### src/hw/rtl/dsag_pkg.sv
// Shared types and constants of the strided DMA address generator.
package dsag_pkg;

    // Fixed field widths of the request and result channels.
    localparam int MAIN_W       = 24;
    localparam int LOCAL_ADDR_W = 13;
    localparam int LENGTH_W     = 32;
    localparam int MAIN_IN_W    = 32;
    localparam int LEN_FIELD_W  = 12;
    localparam int ROWS_W       = 8;
    localparam int ROW_LEN_W    = 13;
    localparam int SKIP_W       = 13;
    localparam int KIND_W       = 3;

    // Positions inside the packed length word.
    localparam int ROWS_LSB = 12;
    localparam int SKIP_LSB = 20;

    // Highest main address that a start may name.
    localparam logic [MAIN_W-1:0] MAIN_LIMIT = 24'h80_0000;

    // Byte lane swap applied to both output addresses.
    localparam logic [2:0] LANE_SWAP = 3'd3;

    // Rows are rounded up to whole 8-byte words.
    localparam logic [2:0] WORD_MASK = 3'd7;

    // Depth of the queue between the front and back parts.
    localparam int QUEUE_DEPTH = 2;

    // Result kinds.
    typedef enum logic [KIND_W-1:0] {
        KIND_STARTED  = 3'd0,
        KIND_BAD_MAIN = 3'd1,
        KIND_SEGMENT  = 3'd2,
        KIND_BYTE     = 3'd3,
        KIND_IDLE     = 3'd4
    } kind_t;

    // Classified requests as they travel from front to back.
    typedef enum logic [1:0] {
        CMD_START    = 2'd0,
        CMD_BAD_MAIN = 2'd1,
        CMD_SEGMENT  = 2'd2,
        CMD_ADVANCE  = 2'd3
    } cmd_t;

    typedef struct packed {
        cmd_t                    cmd;
        logic                    to_main;
        logic [MAIN_W-1:0]       main_start;
        logic [LOCAL_ADDR_W-1:0] local_start;
        logic [ROW_LEN_W-1:0]    row_length;
        logic [SKIP_W-1:0]       row_skip;
        logic [ROWS_W-1:0]       rows_left;
    } queue_entry_t;

endpackage

### src/hw/rtl/dsag_front.sv
// Front part: classifies each request and decodes the start parameters.
module dsag_front #(
    parameter int SEGMENT_SIZE = 4096
) (
    input  logic                             mode,
    input  logic                             to_main,
    input  logic [dsag_pkg::MAIN_IN_W-1:0]    main_address,
    input  logic [dsag_pkg::LOCAL_ADDR_W-1:0] local_address,
    input  logic [dsag_pkg::LENGTH_W-1:0]     length_word,
    output dsag_pkg::queue_entry_t           entry
);
    import dsag_pkg::*;

    // Width that holds a length plus an offset inside a segment.
    localparam int SUM_W     = $clog2(SEGMENT_SIZE + (1 << LEN_FIELD_W) + 1) + 1;
    // Number of whole segments the local address range can span.
    localparam int SEG_COUNT = (1 << LOCAL_ADDR_W) / SEGMENT_SIZE;

    logic [MAIN_W-1:0]      main_masked;
    logic [LEN_FIELD_W-1:0] len_field;
    logic [SUM_W-1:0]       seg_offset;
    logic [SUM_W-1:0]       seg_end;
    logic                   bad_main;
    logic                   seg_over;
    logic [ROW_LEN_W-1:0]   row_length;

    assign main_masked = main_address[MAIN_W-1:0];
    assign len_field   = length_word[LEN_FIELD_W-1:0];
    assign bad_main    = main_masked > MAIN_LIMIT;

    // Offset of the local address inside its segment, by independent compares.
    always_comb begin
        seg_offset = SUM_W'(local_address);
        for (int k = 1; k <= SEG_COUNT; k++) begin
            if (SUM_W'(local_address) >= SUM_W'(k * SEGMENT_SIZE)) begin
                seg_offset = SUM_W'(local_address) - SUM_W'(k * SEGMENT_SIZE);
            end
        end
    end

    // A row may not run past the end of its segment.
    assign seg_end  = SUM_W'(len_field) + SUM_W'(1) + seg_offset;
    assign seg_over = seg_end > SUM_W'(SEGMENT_SIZE);

    // Row length rounded up to whole words.
    assign row_length = (ROW_LEN_W'(len_field) | ROW_LEN_W'(WORD_MASK)) + ROW_LEN_W'(1);

    // Build the queue entry.
    always_comb begin
        entry.to_main     = to_main;
        entry.main_start  = {main_masked[MAIN_W-1:3], 3'b000};
        entry.local_start = local_address;
        entry.row_length  = row_length;
        entry.row_skip    = SKIP_W'(length_word[SKIP_LSB +: LEN_FIELD_W]) + row_length;
        entry.rows_left   = length_word[ROWS_LSB +: ROWS_W];
        priority if (mode) begin
            entry.cmd = CMD_ADVANCE;
        end else if (bad_main) begin
            entry.cmd = CMD_BAD_MAIN;
        end else if (seg_over) begin
            entry.cmd = CMD_SEGMENT;
        end else begin
            entry.cmd = CMD_START;
        end
    end

endmodule

### src/hw/rtl/dsag_queue.sv
// Short request queue between the front and back parts.
module dsag_queue (
    input  logic                   aclk,
    input  logic                   aresetn,
    input  logic                   push,
    input  dsag_pkg::queue_entry_t push_entry,
    output logic                   ready,
    input  logic                   pop,
    output logic                   valid,
    output dsag_pkg::queue_entry_t head
);
    import dsag_pkg::*;

    localparam int PTR_W = (QUEUE_DEPTH > 1) ? $clog2(QUEUE_DEPTH) : 1;
    localparam int CNT_W = $clog2(QUEUE_DEPTH + 1);

    queue_entry_t     entry_reg [QUEUE_DEPTH];
    logic [PTR_W-1:0] wr_ptr_reg, wr_ptr_next;
    logic [PTR_W-1:0] rd_ptr_reg, rd_ptr_next;
    logic [CNT_W-1:0] count_reg, count_next;

    assign ready = count_reg != CNT_W'(QUEUE_DEPTH);
    assign valid = count_reg != '0;
    assign head  = entry_reg[rd_ptr_reg];

    // Pointer and fill count update.
    always_comb begin
        wr_ptr_next = wr_ptr_reg;
        rd_ptr_next = rd_ptr_reg;
        count_next  = count_reg;
        if (push) begin
            wr_ptr_next = (wr_ptr_reg == PTR_W'(QUEUE_DEPTH - 1)) ? '0 : wr_ptr_reg + PTR_W'(1);
        end
        if (pop) begin
            rd_ptr_next = (rd_ptr_reg == PTR_W'(QUEUE_DEPTH - 1)) ? '0 : rd_ptr_reg + PTR_W'(1);
        end
        if (push && !pop) begin
            count_next = count_reg + CNT_W'(1);
        end else if (pop && !push) begin
            count_next = count_reg - CNT_W'(1);
        end
    end

    always_ff @(posedge aclk) begin
        if (!aresetn) begin
            wr_ptr_reg <= '0;
            rd_ptr_reg <= '0;
            count_reg  <= '0;
        end else begin
            wr_ptr_reg <= wr_ptr_next;
            rd_ptr_reg <= rd_ptr_next;
            count_reg  <= count_next;
        end
    end

    // Entry storage.
    always_ff @(posedge aclk) begin
        if (push) begin
            entry_reg[wr_ptr_reg] <= push_entry;
        end
    end

endmodule

### src/hw/rtl/dsag_back.sv
// Back part: copy state, running address adders and the result register.
module dsag_back #(
    parameter int LOCAL_SPAN = 8192
) (
    input  logic                              aclk,
    input  logic                              aresetn,
    input  logic                              q_valid,
    input  dsag_pkg::queue_entry_t            q_entry,
    output logic                              q_pop,
    input  logic                              m_ready,
    output logic                              m_valid,
    output logic [dsag_pkg::KIND_W-1:0]       m_kind,
    output logic                              m_to_main_out,
    output logic [dsag_pkg::LOCAL_ADDR_W-1:0] m_local_byte_address,
    output logic [dsag_pkg::MAIN_W-1:0]       m_main_byte_address,
    output logic                              m_last
);
    import dsag_pkg::*;

    // Local address width, and a width wide enough for the output too.
    localparam int LAW = $clog2(LOCAL_SPAN);
    localparam int OW  = (LAW > LOCAL_ADDR_W) ? LAW : LOCAL_ADDR_W;

    // Copy state.
    logic                   active_reg, active_next;
    logic                   dir_reg, dir_next;
    logic [ROW_LEN_W-1:0]   row_length_reg, row_length_next;
    logic [SKIP_W-1:0]      row_skip_reg, row_skip_next;
    logic [ROWS_W-1:0]      rows_left_reg, rows_left_next;
    logic [LEN_FIELD_W-1:0] byte_index_reg, byte_index_next;
    logic [LAW-1:0]         local_row_reg, local_row_next;
    logic [MAIN_W-1:0]      main_row_reg, main_row_next;

    // Result register.
    logic                    out_valid_reg, out_valid_next;
    kind_t                   out_kind_reg, out_kind_next;
    logic                    out_dir_reg, out_dir_next;
    logic [LOCAL_ADDR_W-1:0] out_local_reg, out_local_next;
    logic [MAIN_W-1:0]       out_main_reg, out_main_next;
    logic                    out_last_reg, out_last_next;

    // Datapath terms.
    logic [LAW-1:0]       local_byte;
    logic [LAW-1:0]       local_start;
    logic [OW-1:0]        local_out_wide;
    logic [MAIN_W-1:0]    main_byte;
    logic [ROW_LEN_W-1:0] index_inc;
    logic                 row_done;

    // Wrap a local address sum that stays below twice the span.
    function automatic logic [LAW-1:0] local_wrap(input logic [LAW:0] a);
        logic [LAW:0] w;
        w = (a >= (LAW + 1)'(LOCAL_SPAN)) ? a - (LAW + 1)'(LOCAL_SPAN) : a;
        return w[LAW-1:0];
    endfunction

    // A request leaves the queue when the result register is free or drains.
    assign q_pop = q_valid && (!out_valid_reg || m_ready);

    // Running address adders.
    assign local_byte  = local_wrap((LAW + 1)'(local_row_reg) + (LAW + 1)'(byte_index_reg));
    assign local_out_wide = OW'(local_byte) ^ OW'(LANE_SWAP);
    assign main_byte   = (main_row_reg + MAIN_W'(byte_index_reg)) ^ MAIN_W'(LANE_SWAP);
    assign index_inc   = ROW_LEN_W'(byte_index_reg) + ROW_LEN_W'(1);
    assign row_done    = index_inc >= row_length_reg;
    assign local_start = local_wrap((LAW + 1)'(q_entry.local_start)) & ~LAW'(WORD_MASK);

    // Next state and next result.
    always_comb begin
        active_next     = active_reg;
        dir_next        = dir_reg;
        row_length_next = row_length_reg;
        row_skip_next   = row_skip_reg;
        rows_left_next  = rows_left_reg;
        byte_index_next = byte_index_reg;
        local_row_next  = local_row_reg;
        main_row_next   = main_row_reg;

        out_valid_next = out_valid_reg && !m_ready;
        out_kind_next  = out_kind_reg;
        out_dir_next   = out_dir_reg;
        out_local_next = out_local_reg;
        out_main_next  = out_main_reg;
        out_last_next  = out_last_reg;

        if (q_pop) begin
            out_valid_next = 1'b1;
            out_dir_next   = 1'b0;
            out_local_next = '0;
            out_main_next  = '0;
            out_last_next  = 1'b0;
            unique case (q_entry.cmd)
                CMD_START: begin
                    out_kind_next   = KIND_STARTED;
                    active_next     = 1'b1;
                    dir_next        = q_entry.to_main;
                    row_length_next = q_entry.row_length;
                    row_skip_next   = q_entry.row_skip;
                    rows_left_next  = q_entry.rows_left;
                    byte_index_next = '0;
                    local_row_next  = local_start;
                    main_row_next   = q_entry.main_start;
                end
                CMD_BAD_MAIN: begin
                    out_kind_next = KIND_BAD_MAIN;
                end
                CMD_SEGMENT: begin
                    out_kind_next = KIND_SEGMENT;
                end
                CMD_ADVANCE: begin
                    if (!active_reg) begin
                        out_kind_next = KIND_IDLE;
                    end else begin
                        out_kind_next  = KIND_BYTE;
                        out_dir_next   = dir_reg;
                        out_local_next = local_out_wide[LOCAL_ADDR_W-1:0];
                        out_main_next  = main_byte;
                        if (row_done) begin
                            byte_index_next = '0;
                            local_row_next  = local_wrap((LAW + 1)'(local_row_reg)
                                                         + (LAW + 1)'(row_length_reg));
                            main_row_next   = main_row_reg + MAIN_W'(row_skip_reg);
                            if (rows_left_reg == '0) begin
                                out_last_next = 1'b1;
                                active_next   = 1'b0;
                            end else begin
                                rows_left_next = rows_left_reg - ROWS_W'(1);
                            end
                        end else begin
                            byte_index_next = index_inc[LEN_FIELD_W-1:0];
                        end
                    end
                end
                default: begin
                    out_kind_next = KIND_IDLE;
                end
            endcase
        end
    end

    always_ff @(posedge aclk) begin
        if (!aresetn) begin
            active_reg     <= 1'b0;
            dir_reg        <= 1'b0;
            row_length_reg <= '0;
            row_skip_reg   <= '0;
            rows_left_reg  <= '0;
            byte_index_reg <= '0;
            local_row_reg  <= '0;
            main_row_reg   <= '0;
            out_valid_reg  <= 1'b0;
        end else begin
            active_reg     <= active_next;
            dir_reg        <= dir_next;
            row_length_reg <= row_length_next;
            row_skip_reg   <= row_skip_next;
            rows_left_reg  <= rows_left_next;
            byte_index_reg <= byte_index_next;
            local_row_reg  <= local_row_next;
            main_row_reg   <= main_row_next;
            out_valid_reg  <= out_valid_next;
        end
    end

    // Result payload needs no reset.
    always_ff @(posedge aclk) begin
        out_kind_reg  <= out_kind_next;
        out_dir_reg   <= out_dir_next;
        out_local_reg <= out_local_next;
        out_main_reg  <= out_main_next;
        out_last_reg  <= out_last_next;
    end

    assign m_valid              = out_valid_reg;
    assign m_kind               = out_kind_reg;
    assign m_to_main_out        = out_dir_reg;
    assign m_local_byte_address = out_local_reg;
    assign m_main_byte_address  = out_main_reg;
    assign m_last               = out_last_reg;

endmodule

### src/hw/rtl/strided_dma_address_generator_unit.sv
// Strided DMA address generator: a 2D byte address walker between local and main memory.
//
// Requests arrive on the s_ channel (valid/ready). A request with s_mode low
// starts a copy: it is checked for a main address above 0x800000 and for a
// row that passes its local segment, and otherwise loads the row length,
// row count, skip and both start addresses. A request with s_mode high
// advances one byte and yields the local and main byte addresses (XOR 3).
// Every request gives exactly one result on the m_ channel (valid/ready).
// An accepted request is written into the queue and, when nothing waits ahead
// of it, then into the result register that drives m_valid. Throughput is one
// request per cycle while the receiver keeps m_ready high.
// A two-entry queue separates the decode front from the back part, and the
// queue takes new requests while a result waits in the result register.
// When the receiver stalls, the queue fills and s_ready drops after two
// further requests. Reset (aresetn low, synchronous) empties the queue and
// the result register and leaves the engine idle with no copy running.
module strided_dma_address_generator_unit #(
    parameter int LOCAL_SPAN   = 8192,
    parameter int SEGMENT_SIZE = 4096
) (
    input  logic                              aclk,
    input  logic                              aresetn,
    input  logic                              s_valid,
    output logic                              s_ready,
    input  logic                              s_mode,
    input  logic                              s_to_main,
    input  logic [dsag_pkg::MAIN_IN_W-1:0]    s_main_address,
    input  logic [dsag_pkg::LOCAL_ADDR_W-1:0] s_local_address,
    input  logic [dsag_pkg::LENGTH_W-1:0]     s_length_word,
    output logic                              m_valid,
    input  logic                              m_ready,
    output logic [dsag_pkg::KIND_W-1:0]       m_kind,
    output logic                              m_to_main_out,
    output logic [dsag_pkg::LOCAL_ADDR_W-1:0] m_local_byte_address,
    output logic [dsag_pkg::MAIN_W-1:0]       m_main_byte_address,
    output logic                              m_last
);
    import dsag_pkg::*;

    queue_entry_t front_entry;
    queue_entry_t head_entry;
    logic         head_valid;
    logic         head_pop;

    // Decode and classify the incoming request.
    dsag_front #(
        .SEGMENT_SIZE(SEGMENT_SIZE)
    ) u_front (
        .mode         (s_mode),
        .to_main      (s_to_main),
        .main_address (s_main_address),
        .local_address(s_local_address),
        .length_word  (s_length_word),
        .entry        (front_entry)
    );

    // Queue between front and back.
    dsag_queue u_queue (
        .aclk      (aclk),
        .aresetn   (aresetn),
        .push      (s_valid && s_ready),
        .push_entry(front_entry),
        .ready     (s_ready),
        .pop       (head_pop),
        .valid     (head_valid),
        .head      (head_entry)
    );

    // Copy state and result generation.
    dsag_back #(
        .LOCAL_SPAN(LOCAL_SPAN)
    ) u_back (
        .aclk                (aclk),
        .aresetn             (aresetn),
        .q_valid             (head_valid),
        .q_entry             (head_entry),
        .q_pop               (head_pop),
        .m_ready             (m_ready),
        .m_valid             (m_valid),
        .m_kind              (m_kind),
        .m_to_main_out       (m_to_main_out),
        .m_local_byte_address(m_local_byte_address),
        .m_main_byte_address (m_main_byte_address),
        .m_last              (m_last)
    );

endmodule

### config.mk
export PLATFORM = sky130hd
export DESIGN_NAME = strided_dma_address_generator_unit
export DESIGN_NICKNAME = d
export VERILOG_FILES = /design/src/hw/rtl/dsag_pkg.sv /design/src/hw/rtl/dsag_front.sv /design/src/hw/rtl/dsag_queue.sv /design/src/hw/rtl/dsag_back.sv /design/src/hw/rtl/strided_dma_address_generator_unit.sv
export SDC_FILE = /design/constraint.sdc
export NUM_CORES = 1
export LEC_CHECK = 0
export ABC_CLOCK_PERIOD_IN_PS = 5830
export BUFFER_PORTS_ARGS = -buffer_cell sky130_fd_sc_hd__buf_4
export CORE_ASPECT_RATIO = 0.6
export CORE_MARGIN = 5
export CORE_UTILIZATION = 45
export DETAILED_ROUTE_END_ITERATION = 8
export REMOVE_ABC_BUFFERS = 1
export SYNTH_ARGS = -nofsm -noshare
export SYNTH_HDL_FRONTEND = slang
export SYNTH_HIERARCHICAL = 1
export SYNTH_SLANG_ARGS = --single-unit
### constraint.sdc
create_clock -name aclk -period 5.83 [get_ports aclk]
set_input_delay 1.4575 -clock aclk [delete_from_list [all_inputs] [get_ports aclk]]
set_output_delay 1.4575 -clock aclk [all_outputs]
set_load 0.05 [all_outputs]
==> results.json <==
{
  "cp_max_fo": 33,
  "hold_depth": 2,
  "final.period_utilization_pct": 72.9,
  "crit_arrival_ns": 4.64,
  "io_pins": 127,
  "relSlewSlack_pct": 19.2,
  "post_drt_wl_per_cell_um": 18.8,
  "largest_reg_flops": 142,
  "slowest_delay_ns": 0.79,
  "hold_path_end": "u_back/dir_reg$_SDFFE_PN0P_",
  "drt_pass1_iterations": 5,
  "final_core_util_pct": 51.9,
  "grt_pass1_vias": 9836,
  "die_height_um": 151,
  "netlist_area_um2": 15000,
  "drcViolationCount": 0,
  "slew_viol_final": 0,
  "core-area_um2": 32600,
  "ant_nets": 0,
  "rows": 51,
  "synth_warnings": 6,
  "r2r-end": "u_back/local_row_reg[0]$_SDFFE_PN0P_",
  "p_leak_nw": 6.47,
  "required_ns": 6.22,
  "fmax_mhz": 235,
  "grt_pass1_wl_um": 55700,
  "fin_nets": 1618,
  "clock_tree.buffer_depth": 3,
  "crit_family": "simple AND/OR/NAND/NOR gates",
  "antenna_found_initial": 0,
  "die_area_um2": 37100,
  "die_w_um": 246,
  "grt.total_usage_pct": 18.9,
  "reg2reg_from": "u_back/byte_index_reg[2]$_SDFFE_PN0P_",
  "viasPerCell": 5.43,
  "drtIter0Drc": 843,
  "postSynthCellCount": 1375,
  "irDropWorstVdd_mv": 0.263,
  "setup_tns_ns": 0,
  "ctsResizeCount": 0,
  "hp-start": "u_back/dir_reg$_SDFFE_PN0P_",
  "worstHoldPathType": "register to register",
  "worst-setup-path-type": "register to register",
  "routed_wl_um": 35800,
  "postCtsSetupRepairBufs": 0,
  "hold_viol_final": 0,
  "synthToLayoutAreaGrowth_pct": 13.1,
  "cp_slowest_cell": "o211ai_4",
  "dp_hpwl_um": 25400,
  "whs_ns": 0.459,
  "diodes": 0,
  "r2r_cells": 14,
  "setup_viol": 0,
  "cts_htree_levels": 1,
  "io_buffer_count": 118,
  "worstPathCellList": "and3_1 > and3_1 > nand3_1 > nor2_1 > nand3_1 > xnor2_1 > ha_1 > nand4_1 > nor4_1 > nor3_1 > o211ai_4 > buf_4 > nand2b_1 > a21oi_1",
  "start_util_pct": 45.9,
  "tightest_slew_ns": 1.21,
  "critPathCaptureType": "register",
  "maxCapViolations": 0,
  "cts_tree": "built",
  "ctsHoldBuffers": 0,
  "worstSetupStartpointType": "register",
  "status": "complete, no violations",
  "rsz0062_at_grt": "no",
  "vias": 10400,
  "grt_max_degree": 73,
  "drive_gt1_share_pct": 14.0,
  "gr-total-overflow": 0,
  "syn_avg_cell_area_um2": 10.9,
  "critPathBufInv": 1,
  "clock_skew_ns": 0.0182,
  "clk_latency_ns": 0.55,
  "place.gp.congestion": 0.918,
  "numCtsBuffers": 28,
  "path_clk_slew_ns": 0.07,
  "cts_root_buf": "clkbuf_16",
  "r2r_slack_ns": 1.58,
  "period_minus_slack_ns": 4.25,
  "p_per_area_nw_per_um2": 437,
  "clock-sinks": 275
}
-- report_power, final --
group	leakage, nW	internal [mW]	total [mW]	switching, mW
registers	2.48	2.55	2.87	0.321
logic	3.48	0.915	2.54	1.63
clock network	0.504	1.19	1.98	0.792
total	6.47	4.65	7.39	2.74
-- routing by layer --
layer  global-route usage (%)  part of all wire [%]  routed length, um
met5                        0                     0                  0
met4                     3.32                   1.7                595
met3                     3.00                   6.8               2420
met2                     26.9                    39              14100
met1                     30.5                    52              18700
-- cells in the final DEF (no fill, tap or decap), types with 7 or more instances in the layout --
| master | instances |
|---|---|
| a211oi_1 | 25 |
| a21o_1 | 15 |
| a21oi_1 | 94 |
| a41oi_1 | 8 |
| and2_1 | 11 |
| and3_1 | 17 |
| buf_4 | 127 |
| clkbuf_16 | 30 |
| clkinv_2 | 7 |
| dfxtp_1 | 90 |
| edfxtp_1 | 184 |
| ha_1 | 91 |
| inv_1 | 46 |
| mux2_1 | 71 |
| mux2i_1 | 22 |
| nand2_1 | 112 |
| nand2b_1 | 9 |
| nand3_1 | 36 |
| nand4_1 | 12 |
| nor2_1 | 108 |
| nor2b_1 | 9 |
| nor3_1 | 29 |
| nor4_1 | 8 |
| o2111ai_1 | 7 |
| o211ai_1 | 8 |
| o21a_1 | 11 |
| o21ai_0 | 43 |
| o21bai_1 | 7 |
| xnor2_1 | 58 |
| xor2_1 | 35 |
-- worst reg2reg max path: stages, from the launching register on --
cell and delay (ns):
dfxtp_1 0.56, and3_1 0.29, and3_1 0.24, nand3_1 0.15, nor2_1 0.21, nand3_1 0.11, xnor2_1 0.17, ha_1 0.32
nand4_1 0.14, nor4_1 0.32, nor3_1 0.14, o211ai_4 0.79, buf_4 0.42, nand2b_1 0.18, a21oi_1 0.06
-- through the flow --
step | instances | area, um2 | setup slack, ns | power, mW
floorplan | 1280 | 14400 | -0.0551 | 4.64
global placement | 1857 | 15900 | 1.71 | 5.41
detailed placement | 1857 | 15900 | 1.66 | 5.44
CTS | 1909 | 16900 | 1.62 | 7.44
global route | 1909 | 16900 | 1.21 | 7.77
finish | 1909 | 16900 | 1.58 | 7.39
-- worst max-delay path by stage --
stage / cells past startpoint / startpoint / slack (ns) / endpoint
floorplan: 7 / register / -0.06 / u_back/main_row_reg[23]$_SDFFE_PN0P_
global placement: 14 / u_back/byte_index_reg[2]$_SDFFE_PN0P_ / 1.71 / u_back/local_row_reg[1]$_SDFFE_PN0P_
detailed placement: 14 / u_back/byte_index_reg[2]$_SDFFE_PN0P_ / 1.66 / u_back/local_row_reg[0]$_SDFFE_PN0P_
CTS: 14 / u_back/byte_index_reg[2]$_SDFFE_PN0P_ / 1.62 / u_back/local_row_reg[0]$_SDFFE_PN0P_
global route: 14 / u_back/byte_index_reg[2]$_SDFFE_PN0P_ / 1.21 / u_back/local_row_reg[2]$_SDFFE_PN0P_
finish: 14 / u_back/byte_index_reg[2]$_SDFFE_PN0P_ / 1.58 / u_back/local_row_reg[0]$_SDFFE_PN0P_
-- area by class of cell --
type	instances	area [um2]
inverters	47	176
repair buffers	127	953
flip-flops and latches	275	7350
clock inverters	19	239
multi-input cells	958	6860
well taps	450	563
fillers	2929	15700
clock buffers	33	782
Power figures use the tool's default switching activity.
